File: src/rtl/core/jse_pkg.sv
// ----------------------------------------------------------------------------
// jse_pkg
// Shared types, token codes and character helpers for the JSON string
// escaper: the per-item token plan handed from the planner to the emitter.
// ----------------------------------------------------------------------------
package jse_pkg;

    // Token kinds: how one planned token expands into output characters
    typedef logic [1:0] t_kind;
    localparam t_kind KIND_RAW  = 2'd0;   // one character, the byte itself
    localparam t_kind KIND_ESC2 = 2'd1;   // backslash + letter
    localparam t_kind KIND_HEX  = 2'd2;   // \u00xx, lowercase hex

    // Fixed token slots of one item, in output order
    localparam int NUM_SLOTS   = 9;
    localparam int SLOT_OPEN   = 0;       // opening quote
    localparam int SLOT_PEND0  = 1;       // held bytes, passed or escaped (3 slots)
    localparam int SLOT_NEW    = 4;       // the item's own byte
    localparam int SLOT_FLUSH0 = 5;       // held bytes escaped at end of string (3 slots)
    localparam int SLOT_CLOSE  = 8;       // closing quote
    localparam int PEND_DEPTH  = 3;

    // Characters used in the escaped text
    localparam logic [7:0] CH_QUOTE = 8'h22;
    localparam logic [7:0] CH_BSLASH = 8'h5C;
    localparam logic [7:0] CH_U     = 8'h75;
    localparam logic [7:0] CH_ZERO  = 8'h30;

    // Sub-character positions inside a token
    localparam logic [2:0] SUB_ESC2_LAST = 3'd1;
    localparam logic [2:0] SUB_HEX_LAST  = 3'd5;

    typedef struct packed {
        t_kind      kind;
        logic [7:0] data;
    } t_tok;

    typedef struct packed {
        logic [NUM_SLOTS-1:0] mask;
        t_tok [NUM_SLOTS-1:0] tok;
    } t_plan;

    typedef struct packed {
        logic [7:0] in_byte;
        logic       has_byte;
        logic       first_item;
        logic       last_item;
    } t_item;

    // Lowercase hex digit
    function automatic logic [7:0] hex_digit(input logic [3:0] nib);
        logic [7:0] c;
        if (nib < 4'd10) begin
            c = 8'h30 + {4'h0, nib};
        end else begin
            c = 8'h57 + {4'h0, nib};
        end
        return c;
    endfunction

endpackage

File: src/rtl/core/jse_plan.sv
// ----------------------------------------------------------------------------
// jse_plan
// Owns the pending UTF-8 store and turns one item into a fixed token plan.
// State moves on only when the emitter takes the plan.
// ----------------------------------------------------------------------------
module jse_plan
    import jse_pkg::*;
(
    input  logic  i_clk,
    input  logic  i_rst_n,
    input  t_item i_item,
    input  logic  i_load,
    output t_plan o_plan
);

    logic [7:0] r_pb [PEND_DEPTH];
    logic [1:0] r_pc;
    logic [2:0] r_sl;

    logic [7:0] n_pb [PEND_DEPTH];
    logic [1:0] n_pc;
    logic [2:0] n_sl;

    // Planning: quote, take byte, end-of-string flush
    always_comb begin
        logic       do_fresh;
        logic       fits;
        logic [7:0] b;
        t_plan      p;

        b        = i_item.in_byte;
        n_pb     = r_pb;
        n_pc     = r_pc;
        n_sl     = r_sl;
        do_fresh = 1'b0;
        fits     = 1'b0;
        p.mask   = '0;
        for (int k = 0; k < NUM_SLOTS; k++) begin
            p.tok[k] = '{kind: KIND_RAW, data: CH_QUOTE};
        end

        // opening quote drops anything held
        if (i_item.first_item) begin
            n_pc = 2'd0;
            n_sl = 3'd0;
            p.mask[SLOT_OPEN] = 1'b1;
        end

        if (i_item.has_byte) begin
            // continuation check, with the tight second-byte ranges
            fits = (b[7:6] == 2'b10);
            if (n_pc == 2'd1) begin
                if (n_pb[0] == 8'hE0 && b <  8'hA0) fits = 1'b0;
                if (n_pb[0] == 8'hED && b >= 8'hA0) fits = 1'b0;
                if (n_pb[0] == 8'hF0 && b <  8'h90) fits = 1'b0;
                if (n_pb[0] == 8'hF4 && b >= 8'h90) fits = 1'b0;
            end

            if (n_pc == 2'd0 || n_sl < 3'd2) begin
                do_fresh = 1'b1;
            end else if (!fits) begin
                // broken sequence: escape held bytes, restart on this one
                for (int k = 0; k < PEND_DEPTH; k++) begin
                    if (k < int'(n_pc)) begin
                        p.mask[SLOT_PEND0+k] = 1'b1;
                        p.tok[SLOT_PEND0+k]  = '{kind: KIND_HEX, data: n_pb[k]};
                    end
                end
                n_pc     = 2'd0;
                n_sl     = 3'd0;
                do_fresh = 1'b1;
            end else if (({1'b0, n_pc} + 3'd1 >= n_sl) || n_pc == 2'd3) begin
                // sequence complete: pass it through unchanged
                for (int k = 0; k < PEND_DEPTH; k++) begin
                    if (k < int'(n_pc)) begin
                        p.mask[SLOT_PEND0+k] = 1'b1;
                        p.tok[SLOT_PEND0+k]  = '{kind: KIND_RAW, data: n_pb[k]};
                    end
                end
                p.mask[SLOT_NEW] = 1'b1;
                p.tok[SLOT_NEW]  = '{kind: KIND_RAW, data: b};
                n_pc = 2'd0;
                n_sl = 3'd0;
            end else begin
                // hold the continuation byte
                for (int k = 0; k < PEND_DEPTH; k++) begin
                    if (k == int'(n_pc)) n_pb[k] = b;
                end
                n_pc = n_pc + 2'd1;
            end
        end

        // byte with nothing pending
        if (do_fresh) begin
            p.mask[SLOT_NEW] = 1'b1;
            case (b)
                8'h22:   p.tok[SLOT_NEW] = '{kind: KIND_ESC2, data: 8'h22};
                8'h5C:   p.tok[SLOT_NEW] = '{kind: KIND_ESC2, data: 8'h5C};
                8'h08:   p.tok[SLOT_NEW] = '{kind: KIND_ESC2, data: 8'h62};
                8'h0C:   p.tok[SLOT_NEW] = '{kind: KIND_ESC2, data: 8'h66};
                8'h0A:   p.tok[SLOT_NEW] = '{kind: KIND_ESC2, data: 8'h6E};
                8'h0D:   p.tok[SLOT_NEW] = '{kind: KIND_ESC2, data: 8'h72};
                8'h09:   p.tok[SLOT_NEW] = '{kind: KIND_ESC2, data: 8'h74};
                default: begin
                    if (b < 8'h20) begin
                        p.tok[SLOT_NEW] = '{kind: KIND_HEX, data: b};
                    end else if (b < 8'h80) begin
                        p.tok[SLOT_NEW] = '{kind: KIND_RAW, data: b};
                    end else if (b inside {[8'hC2:8'hF4]}) begin
                        // lead byte: start a pending sequence, no output yet
                        p.mask[SLOT_NEW] = 1'b0;
                        n_pb[0] = b;
                        n_pc    = 2'd1;
                        n_sl    = (b < 8'hE0) ? 3'd2 : ((b < 8'hF0) ? 3'd3 : 3'd4);
                    end else begin
                        p.tok[SLOT_NEW] = '{kind: KIND_HEX, data: b};
                    end
                end
            endcase
        end

        // end of string: escape a cut-off sequence, then close
        if (i_item.last_item) begin
            for (int k = 0; k < PEND_DEPTH; k++) begin
                if (k < int'(n_pc)) begin
                    p.mask[SLOT_FLUSH0+k] = 1'b1;
                    p.tok[SLOT_FLUSH0+k]  = '{kind: KIND_HEX, data: n_pb[k]};
                end
            end
            p.mask[SLOT_CLOSE] = 1'b1;
            n_pc = 2'd0;
            n_sl = 3'd0;
        end

        o_plan = p;
    end

    // Pending store
    always_ff @(posedge i_clk) begin
        if (!i_rst_n) begin
            r_pc <= 2'd0;
            r_sl <= 3'd0;
            for (int k = 0; k < PEND_DEPTH; k++) r_pb[k] <= 8'h00;
        end else if (i_load) begin
            r_pc <= n_pc;
            r_sl <= n_sl;
            r_pb <= n_pb;
        end
    end

endmodule

File: src/rtl/core/jse_emit.sv
// ----------------------------------------------------------------------------
// jse_emit
// Walks a loaded token plan into the output register, lowest slot first,
// one character per cycle unless stalled. Reports when it can take a plan.
// ----------------------------------------------------------------------------
module jse_emit
    import jse_pkg::*;
(
    input  logic       i_clk,
    input  logic       i_rst_n,
    input  t_plan      i_plan,
    input  logic       i_load,
    output logic       o_free,
    output logic       o_m_tvalid,
    input  logic       i_m_tready,
    output logic [7:0] o_m_tdata,
    output logic       o_m_tlast
);

    logic [NUM_SLOTS-1:0] r_mask;
    t_tok [NUM_SLOTS-1:0] r_tok;
    logic [2:0]           r_sub;
    logic                 r_out_valid;
    logic [7:0]           r_out_char;
    logic                 r_out_last;

    logic [NUM_SLOTS-1:0] sel_oh;
    logic [NUM_SLOTS-1:0] rest_mask;
    t_tok                 cur;
    logic                 tok_done;
    logic [7:0]           cur_char;
    logic                 cur_last;
    logic                 go;
    logic                 advance;

    // Lowest pending slot and its current character
    always_comb begin
        sel_oh    = r_mask & (~r_mask + {{(NUM_SLOTS-1){1'b0}}, 1'b1});
        rest_mask = r_mask & ~sel_oh;
        cur       = '0;
        for (int k = 0; k < NUM_SLOTS; k++) begin
            if (sel_oh[k]) cur = r_tok[k];
        end
        case (cur.kind)
            KIND_RAW: begin
                tok_done = 1'b1;
                cur_char = cur.data;
            end
            KIND_ESC2: begin
                tok_done = (r_sub == SUB_ESC2_LAST);
                cur_char = (r_sub == 3'd0) ? CH_BSLASH : cur.data;
            end
            KIND_HEX: begin
                tok_done = (r_sub == SUB_HEX_LAST);
                case (r_sub)
                    3'd0:    cur_char = CH_BSLASH;
                    3'd1:    cur_char = CH_U;
                    3'd4:    cur_char = hex_digit(cur.data[7:4]);
                    3'd5:    cur_char = hex_digit(cur.data[3:0]);
                    default: cur_char = CH_ZERO;
                endcase
            end
            default: begin
                tok_done = 1'b1;
                cur_char = cur.data;
            end
        endcase
        cur_last = tok_done && (rest_mask == '0);
    end

    assign go      = !r_out_valid || i_m_tready;
    assign advance = go && (r_mask != '0);
    assign o_free  = (r_mask == '0) || (advance && cur_last);

    // Token walk
    always_ff @(posedge i_clk) begin
        if (!i_rst_n) begin
            r_mask <= '0;
            r_sub  <= 3'd0;
        end else if (i_load) begin
            r_mask <= i_plan.mask;
            r_tok  <= i_plan.tok;
            r_sub  <= 3'd0;
        end else if (advance) begin
            if (tok_done) begin
                r_mask <= rest_mask;
                r_sub  <= 3'd0;
            end else begin
                r_sub  <= r_sub + 3'd1;
            end
        end
    end

    // Output register
    always_ff @(posedge i_clk) begin
        if (!i_rst_n) begin
            r_out_valid <= 1'b0;
        end else if (go) begin
            r_out_valid <= advance;
        end
    end

    always_ff @(posedge i_clk) begin
        if (advance) begin
            r_out_char <= cur_char;
            r_out_last <= cur_last;
        end
    end

    assign o_m_tvalid = r_out_valid;
    assign o_m_tdata  = r_out_char;
    assign o_m_tlast  = r_out_last;

endmodule

File: src/rtl/core/json_string_escape_utf8.sv
// ----------------------------------------------------------------------------
// json_string_escape_utf8
// Raw string bytes in, quoted JSON text out, with strict UTF-8 checking.
//
//   channel | dir | tdata               | tuser                      | tlast
//   s       | in  | [7:0] in_byte       | [0] has_byte, [1] first    | last_item
//   m       | out | [7:0] out_char      | -                          | last_char
//
// An item is held in the input register until it is planned and loaded
// into the emitter, which puts out one character per cycle while the output
// is not stalled: one character per item for plain ASCII, up to 25 for the
// widest escape expansion. The emitter takes the next plan in the cycle its
// last character leaves, so single-character items stream at one per cycle
// while the output is not stalled. A stall on the output holds the output
// register and backs up through the emitter into the input register. Reset
// clears the pending store and all valid flags.
// ----------------------------------------------------------------------------
module json_string_escape_utf8
    import jse_pkg::*;
(
    input  logic       i_clk,
    input  logic       i_rst_n,
    input  logic       i_s_tvalid,
    output logic       o_s_tready,
    input  logic [7:0] i_s_tdata,   // [7:0] in_byte
    input  logic [1:0] i_s_tuser,   // [0] has_byte, [1] first_item
    input  logic       i_s_tlast,   // last_item
    output logic       o_m_tvalid,
    input  logic       i_m_tready,
    output logic [7:0] o_m_tdata,   // [7:0] out_char
    output logic       o_m_tlast    // last_char
);

    logic  r_in_valid;
    t_item r_in;
    logic  emit_free;
    logic  load;
    t_plan plan;

    assign load       = r_in_valid && emit_free;
    assign o_s_tready = !r_in_valid || load;

    // Input register
    always_ff @(posedge i_clk) begin
        if (!i_rst_n) begin
            r_in_valid <= 1'b0;
        end else if (o_s_tready) begin
            r_in_valid <= i_s_tvalid;
        end
    end

    always_ff @(posedge i_clk) begin
        if (o_s_tready && i_s_tvalid) begin
            r_in.in_byte    <= i_s_tdata;
            r_in.has_byte   <= i_s_tuser[0];
            r_in.first_item <= i_s_tuser[1];
            r_in.last_item  <= i_s_tlast;
        end
    end

    jse_plan u_plan (
        .i_clk   (i_clk),
        .i_rst_n (i_rst_n),
        .i_item  (r_in),
        .i_load  (load),
        .o_plan  (plan)
    );

    jse_emit u_emit (
        .i_clk      (i_clk),
        .i_rst_n    (i_rst_n),
        .i_plan     (plan),
        .i_load     (load),
        .o_free     (emit_free),
        .o_m_tvalid (o_m_tvalid),
        .i_m_tready (i_m_tready),
        .o_m_tdata  (o_m_tdata),
        .o_m_tlast  (o_m_tlast)
    );

endmodule

File: config.mk
export PLATFORM = sky130hd
export DESIGN_NAME = json_string_escape_utf8
export DESIGN_NICKNAME = d
export VERILOG_FILES = /design/src/rtl/core/jse_pkg.sv /design/src/rtl/core/jse_plan.sv /design/src/rtl/core/jse_emit.sv /design/src/rtl/core/json_string_escape_utf8.sv
export SDC_FILE = /design/constraint.sdc
export NUM_CORES = 1
export LEC_CHECK = 0
export ABC_AREA = 1
export BUFFER_PORTS_ARGS = -buffer_cell sky130_fd_sc_hd__clkbuf_2
export CELL_PAD_IN_SITES_DETAIL_PLACEMENT = 0
export CELL_PAD_IN_SITES_GLOBAL_PLACEMENT = 2
export CORE_UTILIZATION = 42
export DETAILED_ROUTE_END_ITERATION = 7
export PLACE_DENSITY_LB_ADDON = 0.1
export SKIP_LAST_GASP = 1
export SLEW_MARGIN = 0
export SYNTH_ARGS = -nofsm -noshare
export SYNTH_HDL_FRONTEND = slang
export SYNTH_HIERARCHICAL = 1
export SYNTH_SLANG_ARGS = --single-unit
File: constraint.sdc
create_clock -name i_clk -period 7.8 [get_ports i_clk]
set_input_delay 0.39 -clock i_clk [delete_from_list [all_inputs] [get_ports i_clk]]
set_output_delay 0.39 -clock i_clk [all_outputs]
set_load 0.1 [all_outputs]
# Word level (Yosys, flattened, before mapping)
# Cells that the tools add are included.
# Widths: inputs -> output; s select.
[totals] word_cells=218 register_bits=133
[classes] n_eq_ne=21 order_cmp=20 addsub=8 n_bitwise=6 mux=101 reduce_logical=33
[op_table] op="$mux 10" n=19
[op_table] op="$mux 8" n=14
[op_table] op="$mux 24" n=4
[op_table] op="$mux 40" n=2
[op_table] op="$pmux 10 s7" n=1
[op_table] op="$mux 3" n=15
[op_table] op="$eq 8x4->1 const B" n=5
[op_table] op="$lt 8x8->1 const B" n=5
[op_table] op="$mux 38" n=1
[op_table] op="$eq 8x8->1 const B" n=4
[op_table] op="$pmux 8 s4" n=1
[op_table] op="$mux 30" n=1
[op_table] op="$mux 9" n=3
[op_table] op="$ge 8x8->1 const B" n=3
[op_table] op="$mux 1" n=22
[op_table] op="$mux 2" n=11
[op_table] op="$and 9x9->9" n=2
[op_table] op="$logic_not 9->1" n=2
[op_table] op="$not 9->9" n=2
[op_table] op="$add 7x4->8 const A" n=2
[op_table] op="$mux 4" n=4
[op_table] op="$pmux 8 s2" n=1
[op_table] op="$add 6x4->7 const A" n=2
[op_table] op="$logic_and 1x1->1" n=10
[op_table] op="30 further kinds" n=53

# Logic depth before layout (Yosys ltp)
# Gate-level depths: netlist of the first run.
[depth] word_depth=20 ltp_mapped=24 ltp_nobuf=23

# Modules after synthesis
# Netlist of the first run, hierarchy kept.
[by_module_without_submodules] mod="jse_emit" cells_per_inst=484 instances=1 seq_area_each_um2=3233.1 area_per_inst_um2=5192.5
[by_module_without_submodules] mod="jse_plan" cells_per_inst=471 instances=1 seq_area_each_um2=580.6 area_per_inst_um2=2757.6
[by_module_without_submodules] mod="json_string_escape_utf8" cells_per_inst=20 instances=1 seq_area_each_um2=350.3 area_per_inst_um2=389.1

# Worst setup path before layout of the first run
# OpenSTA, ideal clock, no wires.
[synth_path] path_kind="flip-flop to flip-flop" start="register u_emit.r_mask[1]" end="register, netlist name u_emit/r_tok[0]" synth_period_minus_slack_ns=5.084 slack_ns=2.716 path_buffers=2 arrival_ns=4.640 stages_incl_launch_ff=21 setup_time_ns=0.444 cell_sequence="dfxtp_1 > buf_6 > nor2_4 > nand2_4 > nor2_4 > nand2_4 > nor2_8 > inv_4 > or2_2 > nand2_1 > ha_1 > a221o_1 > nand4_1 > nor4_1 > nand2_1 > o21ai_0 > nand2_1 > inv_1 > clkbuf_1 > nand2_1 > inv_1"
[synth_lines] element="start, declared" line="jse_emit.sv:20" text="logic [NUM_SLOTS-1:0] r_mask;"
[synth_lines] element="start signal, assigned" line="jse_emit.sv:81" text="r_mask <= i_plan.mask;"
[synth_lines] element="start signal, assigned" line="jse_emit.sv:86" text="r_mask <= rest_mask;"

# Final worst setup path of the first run
[layout_path] start="register u_emit.r_mask[0]" end="register u_emit/r_tok[35] (netlist name) (enable)"
[layout_between] elab_chain_cells=18
[layout_rtl] element="$not 9->9" line="jse_emit.sv:38" text="sel_oh = r_mask & (~r_mask + {{(NUM_SLOTS-1){1'b0}}, 1'b1});"
[layout_rtl] element="$add 9x1->9" line="jse_emit.sv:38"
[layout_rtl] element="$and 9x9->9" line="jse_emit.sv:38"
[layout_rtl] element="$mux 10 (8 in series)" line="jse_emit.sv:42" text="if (sel_oh[k]) cur = r_tok[k];"
[layout_rtl] element="$eq 2x2->1 / $eq 2x1->1 (equally long branches)" line="jse_emit.sv:44" text="case (cur.kind)"
[layout_rtl] element="$pmux 1 s2" line="jse_emit.sv:44"
[layout_rtl] element="$logic_and 1x1->1 *" line="jse_emit.sv:68" text="cur_last = tok_done && (rest_mask == '0);"
[layout_rtl] element="named net u_emit.cur_last" line="jse_emit.sv:32" text="logic cur_last;"
[layout_rtl] element="$logic_and 1x1->1 *" line="jse_emit.sv:73" text="assign o_free = (r_mask == '0) || (advance && cur_last);"
[layout_rtl] element="$logic_or 1x1->1 *" line="jse_emit.sv:73"
[layout_rtl] element="named net emit_free" line="json_string_escape_utf8.sv:36" text="logic emit_free;"
[layout_rtl] element="$logic_and 1x1->1 *" line="json_string_escape_utf8.sv:40" text="assign load = r_in_valid && emit_free;"
[layout_rtl] element="named net load" line="json_string_escape_utf8.sv:37" text="logic load;"
[layout_rtl] element="$reduce_and 2->1 (no source line) *"
[layout_rtl] element="end signal, assigned" line="jse_emit.sv:82" text="r_tok <= i_plan.tok;"
[layout_rtl] element="end, declared" line="jse_emit.sv:21" text="t_tok [NUM_SLOTS-1:0] r_tok;"
# The timed path passes the listed nets; every way through them passes the cells marked *.
# A chain may end at the register's enable or synchronous reset.

==> flow_summary.toml, run 1 <==
[setup_path]
path_cells = "nor2_1 > a22o_1 > a221oi_1 > nand4_1 > a21oi_1 > nand2_1 > ha_1 > a221o_1 > nand4_1 > nor4_1 > nand2_1 > o21ai_0 > nand2_1 > inv_1 > nand2_1 > clkinv_2 > buf_4"
cp_common_cell = "nand2_1"
r2r_start = "u_emit/r_mask[0]"
cp_slowest_cell = "clkinv_2"
reg2reg_depth = 17
critPathKind = "reg -> reg"
crit_start = "u_emit/r_mask[0]"
cpLargestDelayFamily = "buffers and inverters"
crit_buf_inv = 3
required_ps = 7880
critical_path_depth = 17
crit_arrival_ps = 5500
slowest_delay_ps = 750
cp-start-kind = "flip-flop"
end_kind = "flip-flop"
path_max_fanout = 60

[clocking]
root_buffer = "clkbuf_16"
cts.repair.resized = 0
post_cts_buffers = 0
clkLatencyLatePin_ps = 420
cts.clk_slew.worst_paths_ps = 60
cts_buffers = 17
ctsHoldBuffers = 0
htree_num_levels = 4
cts_sinks = 153
clock_path_buffers = 2
cts_tree = "built"

[drt]
route.vias.total = 6211
drt_iter0_drc = 505
drt_pre_antenna_iters = 5
wl_per_cell_um = 17.5
vias_per_cell = 4.87
drc = 0
wl_mm = 22.4
drtAntennaViolNets = 0

[power_and_ir_drop]
leakage_nw = 3.75
irDropWorstVdd_mv = 0.162
p_per_area_nw_per_um2 = 313

[flow_run]
cap_viol_max_count = 0

[timing]
hold_violations = 0
setup_slack_ps = 2370
rsz0062_at_grt = "false"
slew_viol_final = 0
slew_headroom = 0.312
min_period_ps = 5430
fin_setup_tns_ps = 0
whs_ps = 137
worst_pin_slew_ps = 1030
clock_skew_ps = 8.87
setup_viol = 0
finalCritPeriodShare = 0.696
fmax_mhz = 184

[hold_path]
min_from = "i_s_tdata[3]"
hold_path_class = "in -> reg"
min_path_cells = 1

[placed_design]
hpwl_mm = 17.3
post_dp_cell_area_um2 = 8560
portBuffers = 25
preCtsSetupSlack_ps = 2310
place_congestion = 0.846

[synthesis]
syn-mean-instance-area_um2 = 8.55
synthArstFlopShare = 0
ys_seq_area_frac = 0.499
yosys.cell_types.count = 52
synth_edf_count = 110
ys.flop_type = "edfxtp_1"
synthesis.instances = 975
synth_seq_cells = 153
syn_area_um2 = 8340
yosys_warnings = 6

[finish]
num_antenna_cells = 0
stdcell_area_um2 = 9160
multi_input_area_um2 = 3310
final_nets = 1023
syn_to_final_growth_pct = 9.81
final_layout_size_suffix_gt1_frac = 0.148
ff_latch_area_um2 = 4160
fill_cells = 1904

[global_route]
grt_pass1_vias = 5739
grt_pass1_wl_mm = 34.1
grt_antenna_before_repair = 0
grt_max_degree = 61
grtUsageTotal = 0.234
grt_overflow = 0

[run_status]
status = "completed"

[die]
coreArea_um2 = 19500
die_area_um2 = 20400
row_count = 51
initial_core_util = 0.428
dieWidth_um = 143
pin_count = 26
die_h_um = 143
==> cell families after synthesis <==
| logic type | share of synthesized area |
|---|---|
| fa+ha+maj | 0.0165 |
| simple gates | 0.281 |
| other cells | 0.000901 |
| xor+xnor | 0.00105 |
| buf+inv | 0.114 |
| compound gates | 0.0876 |
| flops | 0.499 |
==> registers in the layout (all words and copies together) (netlist names) <==
signal / flops
u_plan/r_pb: 24
u_plan/r_sl: 3
r_in: 11
u_emit/o_m_tlast: 1
u_emit/r_mask: 9
r_in_valid: 1
u_emit/o_m_tdata: 8
u_emit/r_tok: 90
u_emit/r_sub: 3
u_emit/o_m_tvalid: 1
u_plan/r_pc: 2
==> synth_stat cells, types with 2 or more instances <==
library cell / instances / area (um^2)
edfxtp_1: 110 / 3300
inv_2: 14 / 52.6
nor2_4: 15 / 169
conb_1: 2 / 7.51
buf_4: 31 / 233
nand3_4: 2 / 35.0
clkbuf_1: 8 / 30.0
buf_6: 6 / 67.6
a21oi_1: 39 / 195
a22o_1: 2 / 17.5
nor2_8: 3 / 60.1
nand2_1: 209 / 785
nand4_1: 21 / 131
nor2_1: 106 / 398
o21ai_2: 4 / 35.0
dfxtp_1: 43 / 861
a211oi_1: 3 / 22.5
nor2_2: 11 / 68.8
o21ai_1: 12 / 60.1
nand2_4: 6 / 67.6
a31oi_1: 8 / 50.1
inv_1: 139 / 522
nand2_2: 12 / 75.1
buf_2: 3 / 15.0
nand3_2: 8 / 80.1
nand4_2: 3 / 37.5
ha_1: 11 / 138
a221oi_1: 2 / 17.5
or2_2: 2 / 12.5
clkinv_2: 2 / 10.0
a211oi_2: 2 / 25.0
nand3_1: 56 / 280
nand3b_1: 3 / 22.5
nor3_1: 9 / 45.0
o21ai_0: 51 / 255
==> cell usage in the layout (no fill, tap or decap), types with 2 or more instances in the layout <==
cell type and n:
a211oi_1 3, a211oi_2 2, a21oi_1 39, a221oi_1 2, a22o_1 2, a31oi_1 8
buf_4 2, bufinv_16 3, clkbuf_1 2, clkbuf_16 17, clkbuf_2 25, clkinv_2 5
clkinvlp_4 2, conb_1 26, dfxtp_1 43, edfxtp_1 110, ha_1 11, inv_1 138
inv_2 14, inv_6 5, nand2_1 209, nand2_2 12, nand2_4 6, nand3_1 56
nand3_2 8, nand3_4 2, nand3b_1 3, nand4_1 21, nand4_2 3, nor2_1 106
nor2_2 11, nor2_4 15, nor2_8 3, nor3_1 9, o21ai_0 51, o21ai_1 12
o21ai_2 4, or2_2 2
==> layer usage <==
layer	global-route usage	vias to the layer above	share of wire
li1	-	3185	-
met1	0.316	2878	0.47
met2	0.388	122	0.48
met3	0.0329	26	0.035
met4	0.0673	0	0.016
met5	0	-	0
==> power breakdown <==
| part | internal, mW | switching (mW) | leakage [nW] |
|---|---|---|---|
| Clock | 0.508 | 0.340 | 0.289 |
| Combinational | 0.216 | 0.732 | 2.11 |
| Sequential | 1.01 | 0.0618 | 1.34 |
| Total | 1.73 | 1.13 | 3.75 |
==> worst paths after layout <==
check                          end  slack, ps
setup / recovery  u_emit/r_tok[35]       2370
setup reg to reg  u_emit/r_tok[35]       2370
hold / removal             r_in[6]        140
hold reg to reg     u_plan/r_sl[1]        460
==> per-stage QoR <==
step	utilization	cells	total power, mW
5_1_grt	0.471	1275	3.01
4_1_cts	0.471	1275	2.89
6_report	0.471	1275	2.87
2_1_floorplan	-	999	1.81
3_5_place_dp	0.440	1243	2.04
3_3_place_gp	0.440	1243	2.04
==> cell type report <==
class	instances	area share
Sequential cell	153	0.455
Multi-Input combinational cell	640	0.362
Clock inverter	13	0.0183
Clock buffer	19	0.0473
Timing Repair Buffer	27	0.0153
Inverter	158	0.0663
Tap cell	265	0.0362
==> worst reg2reg max path, cell delays in order (launching register included) <==
cell and delay (ps):
dfxtp_1 630, nor2_1 230, a22o_1 250, a221oi_1 350, nand4_1 150, a21oi_1 140, nand2_1 80, ha_1 350
a221o_1 200, nand4_1 90, nor4_1 280, nand2_1 80, o21ai_0 130, nand2_1 90, inv_1 600, nand2_1 150
clkinv_2 750, buf_4 520
No activity file was read; power rests on OpenSTA's default activity.
==> inputs of run 2 (changes only) <==
--- a/config.mk
+++ b/config.mk
@@ -9,7 +9,7 @@
 export BUFFER_PORTS_ARGS = -buffer_cell sky130_fd_sc_hd__clkbuf_2
 export CELL_PAD_IN_SITES_DETAIL_PLACEMENT = 0
 export CELL_PAD_IN_SITES_GLOBAL_PLACEMENT = 2
-export CORE_UTILIZATION = 42
+export CORE_UTILIZATION = 39
 export DETAILED_ROUTE_END_ITERATION = 7
 export PLACE_DENSITY_LB_ADDON = 0.1
 export SKIP_LAST_GASP = 1
==> constraint.sdc (replaced) <==
create_clock -name i_clk -period 5.6 [get_ports i_clk]
set_input_delay 0.28 -clock i_clk [delete_from_list [all_inputs] [get_ports i_clk]]
set_output_delay 0.28 -clock i_clk [all_outputs]
set_load 0.1 [all_outputs]
==> flow_summary.toml, run 2 (synthesis results as in run 1) <==
[run_status]
status = "completed"

[clocking]
clkLatencyLatePin_ps = 430
cts_tree = "built"
ctsHoldBuffers = 0
cts_buffers = 17
clock_path_buffers = 2
root_buffer = "clkbuf_16"
cts.repair.resized = 0
cts.clk_slew.worst_paths_ps = 70
cts_sinks = 153
post_cts_buffers = 0
htree_num_levels = 4

[die]
initial_core_util = 0.397
coreArea_um2 = 21000
dieWidth_um = 148
row_count = 53
die_h_um = 148
die_area_um2 = 22000
pin_count = 26

[global_route]
grtUsageTotal = 0.225
grt_antenna_before_repair = 0
grt_max_degree = 40
grt_overflow = 0
grt_pass1_vias = 6159
grt_pass1_wl_mm = 36.0

[finish]
layoutNonFillerInstCount = 1288
largest_reg_flops = 90
final_nets = 1026
num_antenna_cells = 0
layout_common_cells = "209 x nand2_1, 138 x inv_1, 110 x edfxtp_1"
layout.cells.most_common = "nand2_1"
top_regs = "u_emit/r_tok: 90 flops, u_plan/r_pb: 24 flops, r_in: 11 flops"
largest_register = "u_emit/r_tok"
final_layout_size_suffix_gt1_frac = 0.152
syn_to_final_growth_pct = 10.6

[timing]
min_period_ps = 4490
clock_skew_ps = 12.8
slew_headroom = 0.477
setup_viol = 0
slew_viol_final = 0
worst_pin_slew_ps = 784
finalCritPeriodShare = 0.801
fin_setup_tns_ps = 0
setup_slack_ps = 1110
fmax_mhz = 223
rsz0062_at_grt = "false"
hold_violations = 0

[setup_path]
r2r_slack_ps = 1240
worstSetupEndpoint = "o_s_tready"
reg2reg_to = "u_plan/r_sl[2]"
critPathKind = "reg -> out"
cp-start-kind = "flip-flop"
required_ps = 5320
crit_arrival_ps = 4210
reg2reg_depth = 20
path_max_fanout = 14
crit_start = "u_emit/r_mask[0]"
end_kind = "output port"
r2r_start = "u_emit/r_mask[0]"

[flow_run]
cap_viol_max_count = 0

[power_and_ir_drop]
irDropWorstVdd_mv = 0.205
p_per_area_nw_per_um2 = 434
leakage_nw = 3.77

[placed_design]
dp.cells = 1256
hpwl_mm = 17.9
preCtsSetupSlack_ps = 1170
portBuffers = 25
place_congestion = 0.816

[drt]
wl_per_cell_um = 17.9
route.vias.total = 6201
wl_mm = 23.0
drtAntennaViolNets = 0
vias_per_cell = 4.81
drt_iter0_drc = 266
drt_pre_antenna_iters = 4
drc = 0

[hold_path]
hold_path_class = "in -> reg"
[run 2: critical path, cell delays in order (launching register included)]
cell and delay (ps):
dfxtp_1 640, nor2_4 170, nand3_2 110, inv_2 90
a221oi_1 450, nand4_1 140, a21oi_1 150, nand2_1 90
ha_1 350, a221o_1 200, nand4_1 100, nor4_1 320
nand2_1 90, o21ai_0 170, inv_1 170, nand2_2 100
clkbuf_2 450
[run 2: worst min path at each step]
stage	startpoint	endpoint	slack, ps	cells after the start
after floorplan	i_s_tlast	r_in[0]	380	0
after global placement	i_s_tdata[1]	r_in[4]	460	1
after detailed placement	i_s_tdata[2]	r_in[5]	460	1
after CTS	i_s_tdata[2]	r_in[5]	0.9	1
after global routing	i_s_tlast	r_in[0]	0.6	1
final	i_s_tdata[7]	r_in[10]	20	1
[run 2: through the flow]
stage / hold WS (ps) / power, mW / area, um^2 / util
5_1_grt: 0.596 / 4.23 / 9220 / 0.439
4_1_cts: 0.922 / 4.05 / 9220 / 0.439
6_report: 19.8 / 4.00 / 9220 / 0.439
2_1_floorplan: 379 / 2.53 / 8430 / -
3_3_place_gp: 457 / 2.86 / 8620 / 0.410
3_5_place_dp: 459 / 2.86 / 8620 / 0.410
[run 2: power breakdown]
part           switching, mW  internal [mW]
combinational           1.03          0.313
sequential            0.0861           1.40
clock                  0.539          0.639
[run 2: final cells by class]
type / count / area, um^2
clock buffers: 17 / 425
clock inverters: 15 / 178
fillers: 2098 / 11800
inverters: 158 / 607
multi-input cells: 640 / 3310
flip-flops and latches: 153 / 4160
well taps: 275 / 344
repair buffers: 30 / 188
[run 2: metal layers]
metal,track usage,part of all wire
met4,0.0603,0.013
met2,0.383,0.49
met1,0.299,0.48
met3,0.0325,0.025
met5,0,0
==> inputs of run 3 (changes only) <==
--- a/config.mk
+++ b/config.mk
@@ -9,7 +9,7 @@
 export BUFFER_PORTS_ARGS = -buffer_cell sky130_fd_sc_hd__clkbuf_2
 export CELL_PAD_IN_SITES_DETAIL_PLACEMENT = 0
 export CELL_PAD_IN_SITES_GLOBAL_PLACEMENT = 2
-export CORE_UTILIZATION = 39
+export CORE_UTILIZATION = 36
 export DETAILED_ROUTE_END_ITERATION = 7
 export PLACE_DENSITY_LB_ADDON = 0.1
 export SKIP_LAST_GASP = 1
==> constraint.sdc (replaced) <==
create_clock -name i_clk -period 3.9 [get_ports i_clk]
set_input_delay 0.195 -clock i_clk [delete_from_list [all_inputs] [get_ports i_clk]]
set_output_delay 0.195 -clock i_clk [all_outputs]
set_load 0.1 [all_outputs]
==> flow_summary.toml, run 3 (synthesis results as in run 1) <==
[run_status]
status = "completed"

[clocking]
cts_tree = "built"
clock_path_buffers = 2
cts_buffers = 17
clkLatencyLatePin_ps = 430
root_buffer = "clkbuf_16"
cts_sinks = 153
cts.clk_slew.worst_paths_ps = 70
htree_num_levels = 4

[timing]
slew_headroom = 0.438
fmax_mhz = 272
setup_viol = 0
slew_viol_final = 0
hold_violations = 0
clock_skew_ps = 11.3
setup_slack_ps = 228
finalCritPeriodShare = 0.942
worst_pin_slew_ps = 842
min_period_ps = 3670

[power_and_ir_drop]
irDropWorstVdd_mv = 0.315
leakage_nw = 3.96
p_per_area_nw_per_um2 = 615

[placed_design]
portBuffers = 25
preCtsSetupSlack_ps = 66.9
hpwl_mm = 18.3
post_dp_cell_area_um2 = 8780
place_congestion = 0.835

[finish]
final_nets = 1060
syn_to_final_growth_pct = 15.5
final_layout_size_suffix_gt1_frac = 0.182
largest_register = "u_emit/r_tok"
stdcell_area_um2 = 9630
largest_reg_flops = 90
fill_cells = 2325
layout.cells.most_common = "nand2_1"
num_antenna_cells = 0
layout_common_cells = "207 x nand2_1, 137 x inv_1, 110 x edfxtp_1"
top_regs = "u_emit/r_tok: 90 flops, u_plan/r_pb: 24 flops, r_in: 11 flops"

[drt]
drc = 0
drtAntennaViolNets = 0
drt_iter0_drc = 496
vias_per_cell = 4.75
route.vias.total = 6324
wl_per_cell_um = 17.6
wl_mm = 23.5
drt_pre_antenna_iters = 5

[die]
pin_count = 26
coreArea_um2 = 22700
die_h_um = 154
dieWidth_um = 154
row_count = 55
initial_core_util = 0.367
die_area_um2 = 23800

[flow_run]
cap_viol_max_count = 0

[global_route]
grt_antenna_before_repair = 0
grtUsageTotal = 0.209
grt_pass1_wl_mm = 36.4
grt_pass1_vias = 6186
grt_overflow = 0
grt_max_degree = 47

[setup_path]
end_kind = "output port"
critPathKind = "reg -> out"
required_ps = 3700
cp-start-kind = "flip-flop"
path_max_fanout = 6
crit_arrival_ps = 3480

[hold_path]
hold_path_class = "in -> reg"
run 3: final cells by class:
class	instances	area [um^2]	area share
clock buffer	18	439	0.0456
clock inverter	14	163	0.0169
inverter	158	609	0.0633
multi-input combinational	640	3390	0.352
sequential	153	4170	0.433
tap	285	357	0.0370
timing repair buffer	64	499	0.0518
run 3: per-layer routing:
metal / share of wire / track usage / vias to the layer above
li1: - / - / 3256
met4: 0.011 / 0.0548 / 0
met3: 0.027 / 0.0308 / 15
met2: 0.49 / 0.359 / 100
met5: 0 / 0 / -
met1: 0.47 / 0.274 / 2953
run 3: where the power goes:
part	internal, mW	switching (mW)
clock network	0.976	0.730
registers	2.01	0.112
logic	0.561	1.53
total	3.55	2.37
run 3: final timing paths:
| kind | from | to | slack [ps] | depth (start not counted) |
|---|---|---|---|---|
| max reg2reg | u_emit/r_mask[0] | u_emit/r_mask[5] | 300 | 23 |
| min reg2reg | u_plan/r_sl[2] | u_plan/r_sl[2] | 470 | 2 |
| min | i_m_tready | u_emit/o_m_tvalid | 150 | 4 |
| max | u_emit/r_mask[0] | o_s_tready | 230 | 19 |
run 3: through the flow:
step	instances	TNS (ps)	power, mW	hold WS, ps	util
floorplan	999	-32770	3.65	294	-
global placement	1281	0	4.19	371	0.387
detailed placement	1281	0	4.17	374	0.387
CTS	1326	0	5.90	140	0.419
global route	1332	-45.2	6.26	189	0.424
finish	1332	0	5.92	155	0.424
run 3: repair_timing:
action / CTS / global route
gates resized for setup: 1 / 19
hold endpoints to repair: 12 / 0
pin swaps: 1 / 10
hold buffers: 12 / 0
buffers inserted: 1 / 6
cloned: 0 / 0
endpoints found under the setup margin: 1 / 141
run 3: critical path, stage by stage (launching register included):
cell and delay (ps):
dfxtp_4 370, nor2_4 210, buf_6 150, nand2_4 70, nor2_4 160, nand2_4 90, nor2_8 140, inv_4 70
or2_4 230, nand2_2 90, ha_4 140, a221o_1 200, nand4_1 110, nor4_2 310, nand2_1 100, o21ai_2 110
buf_6 140, inv_1 60, nand2_2 100, buf_12 180
